`src/hw/rtl/mrg_pkg.sv`:
```
// Package for the motor reversal guard: mode encoding, constants and result type.
// Used by mrg_step and motor_reversal_guard_fsm_unit; depends on nothing.
package mrg_pkg;

   localparam int DRIVE_W = 17;
   localparam int DUTY_W  = 16;
   localparam int COUNT_W = 8;

   localparam logic [COUNT_W-1:0] STOP_TICKS_RESET = 8'd30;

   typedef enum logic [1:0] {
      MODE_IDLE = 2'd0,
      MODE_CW   = 2'd1,
      MODE_ACW  = 2'd2,
      MODE_STOP = 2'd3
   } mode_type;

   typedef struct packed {
      logic              clockwise;
      logic [DUTY_W-1:0] duty;
      mode_type          mode_after;
   } result_type;

endpackage

```
`src/hw/rtl/mrg_step.sv`:
```
// Next-mode, stop counter and result logic for one enabled or disabled tick.
// Depends on mrg_pkg.
module mrg_step (
   input  logic                        enable,
   input  logic signed [mrg_pkg::DRIVE_W-1:0] drive_request,
   input  mrg_pkg::mode_type           mode,
   input  logic [mrg_pkg::COUNT_W-1:0] stop_count,
   input  logic [mrg_pkg::COUNT_W-1:0] stop_ticks,
   output mrg_pkg::mode_type           mode_next,
   output logic [mrg_pkg::COUNT_W-1:0] stop_count_next,
   output mrg_pkg::result_type         result
);

   logic                        neg;
   logic                        req_cw;
   logic [mrg_pkg::DRIVE_W-1:0] mag;
   logic [mrg_pkg::DRIVE_W-1:0] duty_full;
   logic [mrg_pkg::COUNT_W-1:0] count_inc;
   logic                        stop_done;
   logic                        reversal;

   assign neg       = drive_request[mrg_pkg::DRIVE_W-1];
   assign req_cw    = ~neg;
   assign mag       = neg ? (~drive_request + 1'b1) : drive_request;
   assign count_inc = stop_count + 1'b1;
   assign stop_done = (count_inc >= stop_ticks);
   assign reversal  = ((mode == mrg_pkg::MODE_CW) && !req_cw) ||
                      ((mode == mrg_pkg::MODE_ACW) && req_cw);

   always_comb begin
      mode_next       = mode;
      stop_count_next = stop_count;
      if (!enable) begin
         mode_next       = mrg_pkg::MODE_IDLE;
         stop_count_next = '0;
      end else begin
         unique case (mode)
            mrg_pkg::MODE_IDLE: begin
               mode_next = req_cw ? mrg_pkg::MODE_CW : mrg_pkg::MODE_ACW;
            end
            mrg_pkg::MODE_CW, mrg_pkg::MODE_ACW: begin
               if (reversal) begin
                  mode_next = mrg_pkg::MODE_STOP;
               end
            end
            mrg_pkg::MODE_STOP: begin
               if (stop_done) begin
                  mode_next       = mrg_pkg::MODE_IDLE;
                  stop_count_next = '0;
               end else begin
                  stop_count_next = count_inc;
               end
            end
            default: begin
               mode_next = mrg_pkg::MODE_IDLE;
            end
         endcase
      end
   end

   always_comb begin
      result.clockwise = req_cw;
      duty_full        = mag;
      unique case (mode)
         mrg_pkg::MODE_CW, mrg_pkg::MODE_ACW: begin
            if (reversal) begin
               result.clockwise = (mode == mrg_pkg::MODE_CW);
               duty_full        = mag >> 1;
            end
         end
         mrg_pkg::MODE_STOP: begin
            result.clockwise = 1'b1;
            duty_full        = '0;
         end
         default: begin
            result.clockwise = req_cw;
         end
      endcase
      result.duty       = duty_full[mrg_pkg::DRIVE_W-1] ? '1
                                                        : duty_full[mrg_pkg::DUTY_W-1:0];
      result.mode_after = mode_next;
   end

endmodule

```
`src/hw/rtl/motor_reversal_guard_fsm_unit.sv`:
```
// Top level of the motor reversal guard: input register, mode state and result register.
// Depends on mrg_pkg and mrg_step.
// Each control tick is held in the input register, and the result of an enabled tick
// is then held in the result register. A new tick is taken every cycle while the
// result side keeps up. A disabled tick only resets the mode and the stop counter and
// gives no result; stop_ticks resets to 30.
module motor_reversal_guard_fsm_unit (
   input  logic                                clock,
   input  logic                                reset,
   input  logic                                req_valid,
   output logic                                req_stall,
   input  logic                                req_enable,
   input  logic signed [mrg_pkg::DRIVE_W-1:0]  req_drive_request,
   output logic                                rsp_valid,
   input  logic                                rsp_stall,
   output logic                                rsp_clockwise,
   output logic [mrg_pkg::DUTY_W-1:0]          rsp_duty,
   output logic [1:0]                          rsp_mode_after,
   input  logic                                csr_write_enable,
   input  logic [mrg_pkg::COUNT_W-1:0]         csr_write_data
);

   logic                               s1_valid_ff, s1_valid_in;
   logic                               s1_enable_ff;
   logic signed [mrg_pkg::DRIVE_W-1:0] s1_drive_ff;
   logic                               rsp_valid_ff, rsp_valid_in;
   mrg_pkg::result_type                rsp_data_ff;
   mrg_pkg::mode_type                  mode_ff, mode_in;
   logic [mrg_pkg::COUNT_W-1:0]        stop_count_ff, stop_count_in;
   logic [mrg_pkg::COUNT_W-1:0]        stop_ticks_ff;
   mrg_pkg::result_type                step_result;
   logic                               out_free;
   logic                               advance;
   logic                               req_take;

   assign out_free  = !rsp_valid_ff || !rsp_stall;
   assign advance   = s1_valid_ff && (!s1_enable_ff || out_free);
   assign req_stall = s1_valid_ff && !advance;
   assign req_take  = req_valid && !req_stall;

   mrg_step u_step (
      .enable          (s1_enable_ff),
      .drive_request   (s1_drive_ff),
      .mode            (mode_ff),
      .stop_count      (stop_count_ff),
      .stop_ticks      (stop_ticks_ff),
      .mode_next       (mode_in),
      .stop_count_next (stop_count_in),
      .result          (step_result)
   );

   always_comb begin
      s1_valid_in = s1_valid_ff;
      if (req_take) begin
         s1_valid_in = 1'b1;
      end else if (advance) begin
         s1_valid_in = 1'b0;
      end
      rsp_valid_in = rsp_valid_ff && rsp_stall;
      if (advance && s1_enable_ff) begin
         rsp_valid_in = 1'b1;
      end
   end

   always_ff @(posedge clock) begin
      if (reset) begin
         s1_valid_ff   <= 1'b0;
         rsp_valid_ff  <= 1'b0;
         mode_ff       <= mrg_pkg::MODE_IDLE;
         stop_count_ff <= '0;
         stop_ticks_ff <= mrg_pkg::STOP_TICKS_RESET;
      end else begin
         s1_valid_ff  <= s1_valid_in;
         rsp_valid_ff <= rsp_valid_in;
         if (advance) begin
            mode_ff       <= mode_in;
            stop_count_ff <= stop_count_in;
         end
         if (csr_write_enable) begin
            stop_ticks_ff <= csr_write_data;
         end
      end
   end

   always_ff @(posedge clock) begin
      if (req_take) begin
         s1_enable_ff <= req_enable;
         s1_drive_ff  <= req_drive_request;
      end
      if (advance && s1_enable_ff) begin
         rsp_data_ff <= step_result;
      end
   end

   assign rsp_valid      = rsp_valid_ff;
   assign rsp_clockwise  = rsp_data_ff.clockwise;
   assign rsp_duty       = rsp_data_ff.duty;
   assign rsp_mode_after = rsp_data_ff.mode_after;

   a_count_only_in_stop: assert property (@(posedge clock) disable iff (reset)
      (mode_ff != mrg_pkg::MODE_STOP) |-> (stop_count_ff == '0))
      else $error("stop counter nonzero outside stop mode");

   a_enabled_tick_gives_result: assert property (@(posedge clock) disable iff (reset)
      (advance && s1_enable_ff) |=> rsp_valid_ff)
      else $error("enabled tick did not load a result");

   a_idle_left_on_enabled_tick: assert property (@(posedge clock) disable iff (reset)
      (advance && s1_enable_ff && (mode_ff == mrg_pkg::MODE_IDLE))
      |=> (mode_ff != mrg_pkg::MODE_IDLE))
      else $error("enabled tick in idle did not latch a direction");

   a_disabled_tick_clears: assert property (@(posedge clock) disable iff (reset)
      (advance && !s1_enable_ff)
      |=> ((mode_ff == mrg_pkg::MODE_IDLE) && (stop_count_ff == '0)))
      else $error("disabled tick did not return to idle");

endmodule
```
`config.mk`:
```
export PLATFORM = sky130hd
export DESIGN_NAME = motor_reversal_guard_fsm_unit
export DESIGN_NICKNAME = d
export VERILOG_FILES = /design/src/hw/rtl/mrg_pkg.sv /design/src/hw/rtl/mrg_step.sv /design/src/hw/rtl/motor_reversal_guard_fsm_unit.sv
export SDC_FILE = /design/constraint.sdc
export NUM_CORES = 1
export LEC_CHECK = 0
export ABC_AREA = 0
export BUFFER_PORTS_ARGS = -buffer_cell sky130_fd_sc_hd__buf_2
export CORE_UTILIZATION = 50
export CTS_BUF_LIST = sky130_fd_sc_hd__clkbuf_8
export CTS_CLUSTER_DIAMETER = 30
export DETAILED_ROUTE_END_ITERATION = 6
export GPL_ROUTABILITY_DRIVEN = 1
export PLACE_DENSITY_LB_ADDON = 0.12
export RECOVER_POWER = 25
export REMOVE_ABC_BUFFERS = 1
export SLEW_MARGIN = 20
export SYNTH_ARGS = -nofsm -noshare
export SYNTH_HDL_FRONTEND = slang
export SYNTH_SLANG_ARGS = --single-unit
```
`constraint.sdc`:
```
create_clock -name clock -period 3.8 [get_ports clock]
set_clock_uncertainty 0.05 [all_clocks]
set_input_delay 0.76 -clock clock [delete_from_list [all_inputs] [get_ports clock]]
set_output_delay 0.76 -clock clock [all_outputs]
set_load 0.05 [all_outputs]
```
==> flow_summary.ini, run 1 <==
[routing]
dr_total_vias = 2350
wl_per_cell_um = 14.3
drc = 0
drt_iter0_drc = 139
vias_per_cell = 5.56
drtAntennaViolNets = 0
wirelength_um = 6040
firstDrtPassIters = 4

[logic_synthesis]
syn_avg_cell_area_um2 = 10.6
ys_top_cells_by_area = edfxtp_1 (37%), dfxtp_1 (13%), ha_1 (5.8%)
syn_inst = 287
ys_types = 54
synth_top_area_share_pct = 36.6
synthFlopType = edfxtp_1
synthArstFlopShare_pct = 0
synth_edf_count = 37
synth_top_area_cell = edfxtp_1
yosysSeqAreaShare_pct = 49.8
synth_warnings = 0
syn-cell-area_um2 = 3030
ys_ff_latch = 57

[power_and_ir_drop]
p_sw_uw = 357
seq_power_share_pct = 53.2
power_frac_clock_pct = 33.4
comb_power_share_pct = 13.3
p_leak_nw = 1.44
p_sw_share_pct = 26.6
cellInternalPower_uw = 982
cellPowerDensity_nw_per_um2 = 381
ir_worst_vdd_mv = 0.275

[critical_path]
cp-start-kind = register
required_ns = 3.96
worstPathArrival_ns = 3.35
critPathCaptureType = register
crit_type = reg -> reg
cp_max_fo = 8

[flow_run]
cap_violations = 0

[clocking]
clock_sinks = 57
cts_buffers = 9
post_cts_buffers = 0
cts_resized = 0
clk_latency_ns = 0.33
htreeDepth = 3
cts.reportedPaths.clkPinSlew_ns = 0.06
ctsHoldBuffers = 0
cts_root_buffer = clkbuf_8
clock_path_buffers = 2
tritoncts = done

[placed_design]
placed_cells_incl_taps = 407
place_congestion = 0.904
dp_hpwl_um = 4470
place_area_um2 = 3360
io_buffers = 51

[sta]
setup_viol = 0
maxSlewViolCount = 0
tightest_slew_ns = 1.00
rsz0062_at_grt = false
fmax_ghz = 0.313
finalSetupTns_ns = 0
fin_crit_ns = 3.20
slew_headroom_pct = 33.2
hold_viol_final = 0
fin_crit_sh_pct = 84.1

[die]
die_h_um = 79.9
boundaryPins = 52
die_width_um = 79.9
rows = 28
fp.dieArea_um2 = 6380
start_util_pct = 51.5
core_um2 = 5890

[global_route]
grt_pass1_wl_um = 9880
grt_usage_pct = 20.7
antenna_found_initial = 0
grt_max_degree = 21
grt_pass1_vias = 2013
grt_remaining_overflow = 0

[layout]
final_area_um2 = 3510
instances_no_fill = 423
antenna_cells = 0
fillers = 525
nets = 388
drive_gt1_share_pct = 22.7
area_delta_synth_final_pct = 15.8

[status]
status = completed

[min_path]
min_path_type = reg -> reg
[Yosys cell counts, types with 3 or more instances]
| library cell | instances |
|---|---|
| nand2b_1 | 4 |
| ha_1 | 14 |
| a32o_1 | 5 |
| a31oi_1 | 5 |
| xor2_1 | 7 |
| nor3_1 | 5 |
| o211ai_1 | 6 |
| and3_1 | 4 |
| or3_1 | 3 |
| o21ai_0 | 12 |
| o22ai_1 | 3 |
| a21oi_1 | 16 |
| edfxtp_1 | 37 |
| a21o_1 | 4 |
| xnor2_1 | 8 |
| a2111oi_0 | 3 |
| mux2i_1 | 6 |
| or2_2 | 3 |
| nor2_1 | 24 |
| nand2_1 | 21 |
| inv_1 | 19 |
| o21a_1 | 6 |
| clkbuf_1 | 6 |
| dfxtp_1 | 20 |
| nand3_1 | 7 |
| a21boi_2 | 3 |
[worst paths after layout]
| check | from | endpoint | slack (ns) | cells after the start |
|---|---|---|---|---|
| max | stop_count_ff[0] | rsp_mode_after[0] | 0.60 | 10 |
| max reg2reg | stop_count_ff[0] | rsp_mode_after[0] | 0.60 | 10 |
| min reg2reg | stop_ticks_ff[1] | stop_ticks_ff[1] | 0.44 | 2 |
| min | stop_ticks_ff[1] | stop_ticks_ff[1] | 0.44 | 2 |
[critical path, stage by stage (launching register included)]
cell and delay, ns:
dfxtp_1 0.42, ha_1 0.22, nand3_1 0.12, nor2_1 0.16
xor2_1 0.21, ha_1 0.29, and4_1 0.20, a2111oi_0 0.66
o21a_1 0.39, a211o_1 0.19, and3_1 0.15
[cells in the final DEF, fill, tap and decap left out, drive strengths merged, types with 3 or more instances in the layout]
master   synthesis  layout
xor2             7       7
mux2i            6       6
edfxtp          37      37
ha              14      14
inv             19      21
a31oi            5       5
nand2           21      21
nor2            24      24
a21o             4       4
xnor2            8       8
clkbuf           6      12
clkinv           1       6
o21ai           12      12
buf              2      50
a2111oi          3       3
nor4             3       3
or3              3       3
a21oi           17      17
nor3             5       5
o21a             6       6
a32o             5       5
or4              3       3
o211ai           6       6
dfxtp           20      20
and3             4       4
nand2b           4       4
nand3            8       8
o22ai            3       3
or2              3       3
a21boi           5       5
[power by group through the flow]
| stage | Combinational, mW | Clock [mW] | Sequential [mW] |
|---|---|---|---|
| floorplan | 0.0944 | 0 | 0.752 |
| global placement | 0.175 | 0 | 0.724 |
| detailed placement | 0.178 | 0 | 0.726 |
| CTS | 0.178 | 0.459 | 0.712 |
| global route | 0.196 | 0.486 | 0.716 |
| finish | 0.178 | 0.448 | 0.713 |
[registers in the layout (all words and copies together), names as in the netlist]
| register | count |
|---|---|
| s1_enable_ff | 1 |
| mode_ff | 2 |
| s1_drive_ff | 17 |
| rsp_clockwise | 1 |
| stop_count_ff | 8 |
| rsp_mode_after | 2 |
| rsp_valid | 1 |
| rsp_duty | 16 |
| s1_valid_ff | 1 |
| stop_ticks_ff | 8 |
[layout make-up]
| cell class | count | area (µm²) | area share [%] |
|---|---|---|---|
| Sequential cell | 57 | 1510 | 43.0 |
| Multi-Input combinational cell | 202 | 1410 | 40.2 |
| Timing Repair Buffer | 53 | 267 | 7.59 |
| Clock buffer | 9 | 124 | 3.53 |
| Tap cell | 75 | 93.8 | 2.67 |
| Inverter | 20 | 75.1 | 2.14 |
| Clock inverter | 7 | 30.0 | 0.855 |
[metal layers]
layer  vias to the layer above  global-route usage, %  wire length, µm
met4                         0                   10.9              116
met3                         8                   3.89              279
li1                       1188                      -                -
met2                        76                   26.8             2400
met1                      1078                   31.9             3240
met5                         -                      0                0
[through the flow]
stage	setup WS [ns]	power (mW)	hold slack [ns]	util [%]
2_1_floorplan	1.14	0.846	0.410	-
3_3_place_gp	0.840	0.900	0.426	57.1
3_5_place_dp	0.709	0.903	0.432	57.1
4_1_cts	0.667	1.35	0.447	59.8
5_1_grt	0.389	1.40	0.471	59.7
6_report	0.604	1.34	0.439	59.7
[cells by family (layout without fill, tap and decap cells)]
group,Yosys count,after routing,synth area share (%)
multiplexers,6,6,1.98
XOR/XNOR,15,15,4.33
adder cells (fa/ha/maj),14,14,5.78
buffers and inverters,28,89,3.71
AO/OA/AOI/OAI,81,81,19.3
AND/OR/NAND/NOR,86,86,15.1
flip-flops,57,57,49.8
Note: power is estimated with default switching activity, not from simulation.
==> run 2, diff against run 1 <==
- clock period: 3.8 -> 2.9 ns (I/O delays scaled with it)
==> run 2 against run 1 <==
Net effect: maximum frequency up 17%; non-clock buffer count is 8 higher; core utilization up 1.1 points; critical path depth unchanged; sequential cell count did not move; final cell count grew 1.9%; power grew 32%; first-iteration DRC count rose by 15%; critical path type unchanged; critical endpoint unchanged; highest routed layer unchanged.
==> flow_summary.ini, run 2 (synthesis gave the netlist of run 1 again) <==
[global_route]
grt_remaining_overflow = 0
grt_max_degree = 20
grt_pass1_wl_um = 10100
grt_pass1_vias = 2149
antenna_found_initial = 0
grt_usage_pct = 21.3

[layout]
fillers = 529
top_register = s1_drive_ff
area_delta_synth_final_pct = 18.1
largest_register_ffs = 17
nets = 396
drive_gt1_share_pct = 25.0
final_area_um2 = 3580
antenna_cells = 0
final_util_pct = 60.8
final_common_cell = buf_2
final_cell_mix = buf_2 (49), edfxtp_1 (37), nor2_1 (24), inv_1 (21), nand2_1 (21)

[routing]
drtAntennaViolNets = 0
drc = 0
wirelength_um = 6210
firstDrtPassIters = 4
vias_per_cell = 5.55
dr_total_vias = 2393
drt_iter0_drc = 160
wl_per_cell_um = 14.4

[sta]
holdWs_ns = 0.374
slew_headroom_pct = 50.8
fmax_ghz = 0.366
fin_crit_ns = 2.73
rsz0062_at_grt = false
finalSetupTns_ns = 0
tightest_slew_ns = 0.737
maxSlewViolCount = 0
setup_viol = 0
hold_viol_final = 0
fin_crit_sh_pct = 94.2

[clocking]
cts.reportedPaths.clkPinSlew_ns = 0.06
htreeDepth = 3
post_cts_buffers = 0
clock_path_buffers = 2
clk_latency_ns = 0.33
clock_sinks = 57
tritoncts = done
cts_root_buffer = clkbuf_8
cts_buffers = 9

[placed_design]
io_buffers = 51
place_congestion = 0.875
dp_hpwl_um = 4690
place_area_um2 = 3420

[critical_path]
r2r_start = stop_count_ff[1]
required_ns = 3.05
startpoint = stop_count_ff[1]
cp-start-kind = register
reg2reg_depth = 10
cp_max_fo = 4
critPathCaptureType = register
worstPathArrival_ns = 2.89
regToRegSetupSlack_ns = 0.17
crit_type = reg -> reg

[power_and_ir_drop]
ir_worst_vdd_mv = 0.433
cellPowerDensity_nw_per_um2 = 492
power.total_mw = 1.76
p_leak_nw = 1.49

[status]
status = completed

[die]
fp.dieArea_um2 = 6380
die_width_um = 79.9
die_h_um = 79.9
rows = 28
core_um2 = 5890
boundaryPins = 52
start_util_pct = 51.5

[min_path]
min_from = req_drive_request[10]
min_path_type = in -> reg
hold_depth = 1

[flow_run]
cap_violations = 0
run 2: changes by cell type in the layout (fill, tap and decap cells not counted), sizes merged:
| cell | before | now |
|---|---|---|
| buf | 50 | 59 |
| clkbuf | 12 | 11 |
run 2: layout make-up:
class	instances	area, µm²	share of cell area [%]
well taps	75	93.8	2.62
flip-flops and latches	57	1510	42.2
clock inverters	7	30.0	0.839
inverters	20	75.1	2.10
multi-input cells	202	1420	39.6
clock buffers	9	124	3.46
repair buffers	61	328	9.15
run 2: path summary, 6_finish.rpt:
| path | end |
|---|---|
| max | rsp_mode_after[0] |
| min | s1_drive_ff[10] |
| max reg2reg | rsp_mode_after[0] |
| min reg2reg | stop_ticks_ff[1] |
run 2: power breakdown:
part	total, mW	leakage, nW	internal (mW)	switching, mW
Clock	0.588	0.0902	0.292	0.295
Combinational	0.240	0.883	0.0897	0.150
Sequential	0.935	0.515	0.909	0.0255
Total	1.76	1.49	1.29	0.471
run 2: critical path: stages (launching register included):
cell and delay (ns):
dfxtp_1 0.37, ha_1 0.20, nand3_1 0.13, nor2_1 0.15, xor2_1 0.22, ha_1 0.29
and4_1 0.22, a2111oi_2 0.43, o21a_1 0.24, a211o_1 0.16, and3_1 0.15
run 2: per-stage QoR:
| step | setup WS (ns) | cells |
|---|---|---|
| floorplan | 0.244 | 279 |
| global placement | 0.0784 | 415 |
| detailed placement | -0.0585 | 415 |
| CTS | 0.0372 | 431 |
| global route | 0.0355 | 431 |
| finish | 0.168 | 431 |
run 2: repair_timing:
action,4_1_cts,5_1_grt
endpoints found under the setup margin,10,11
resized for setup,1,1
hold buffers,0,0
run 2: metal layers:
metal	vias up	routed length, µm	global-route usage (%)	share of wire [%]
met4	0	85	9.11	1.4
met1	1109	3110	31.3	50
met2	77	2640	29.7	43
li1	1201	-	-	-
met3	6	376	5.14	6.1
met5	-	0	0	0
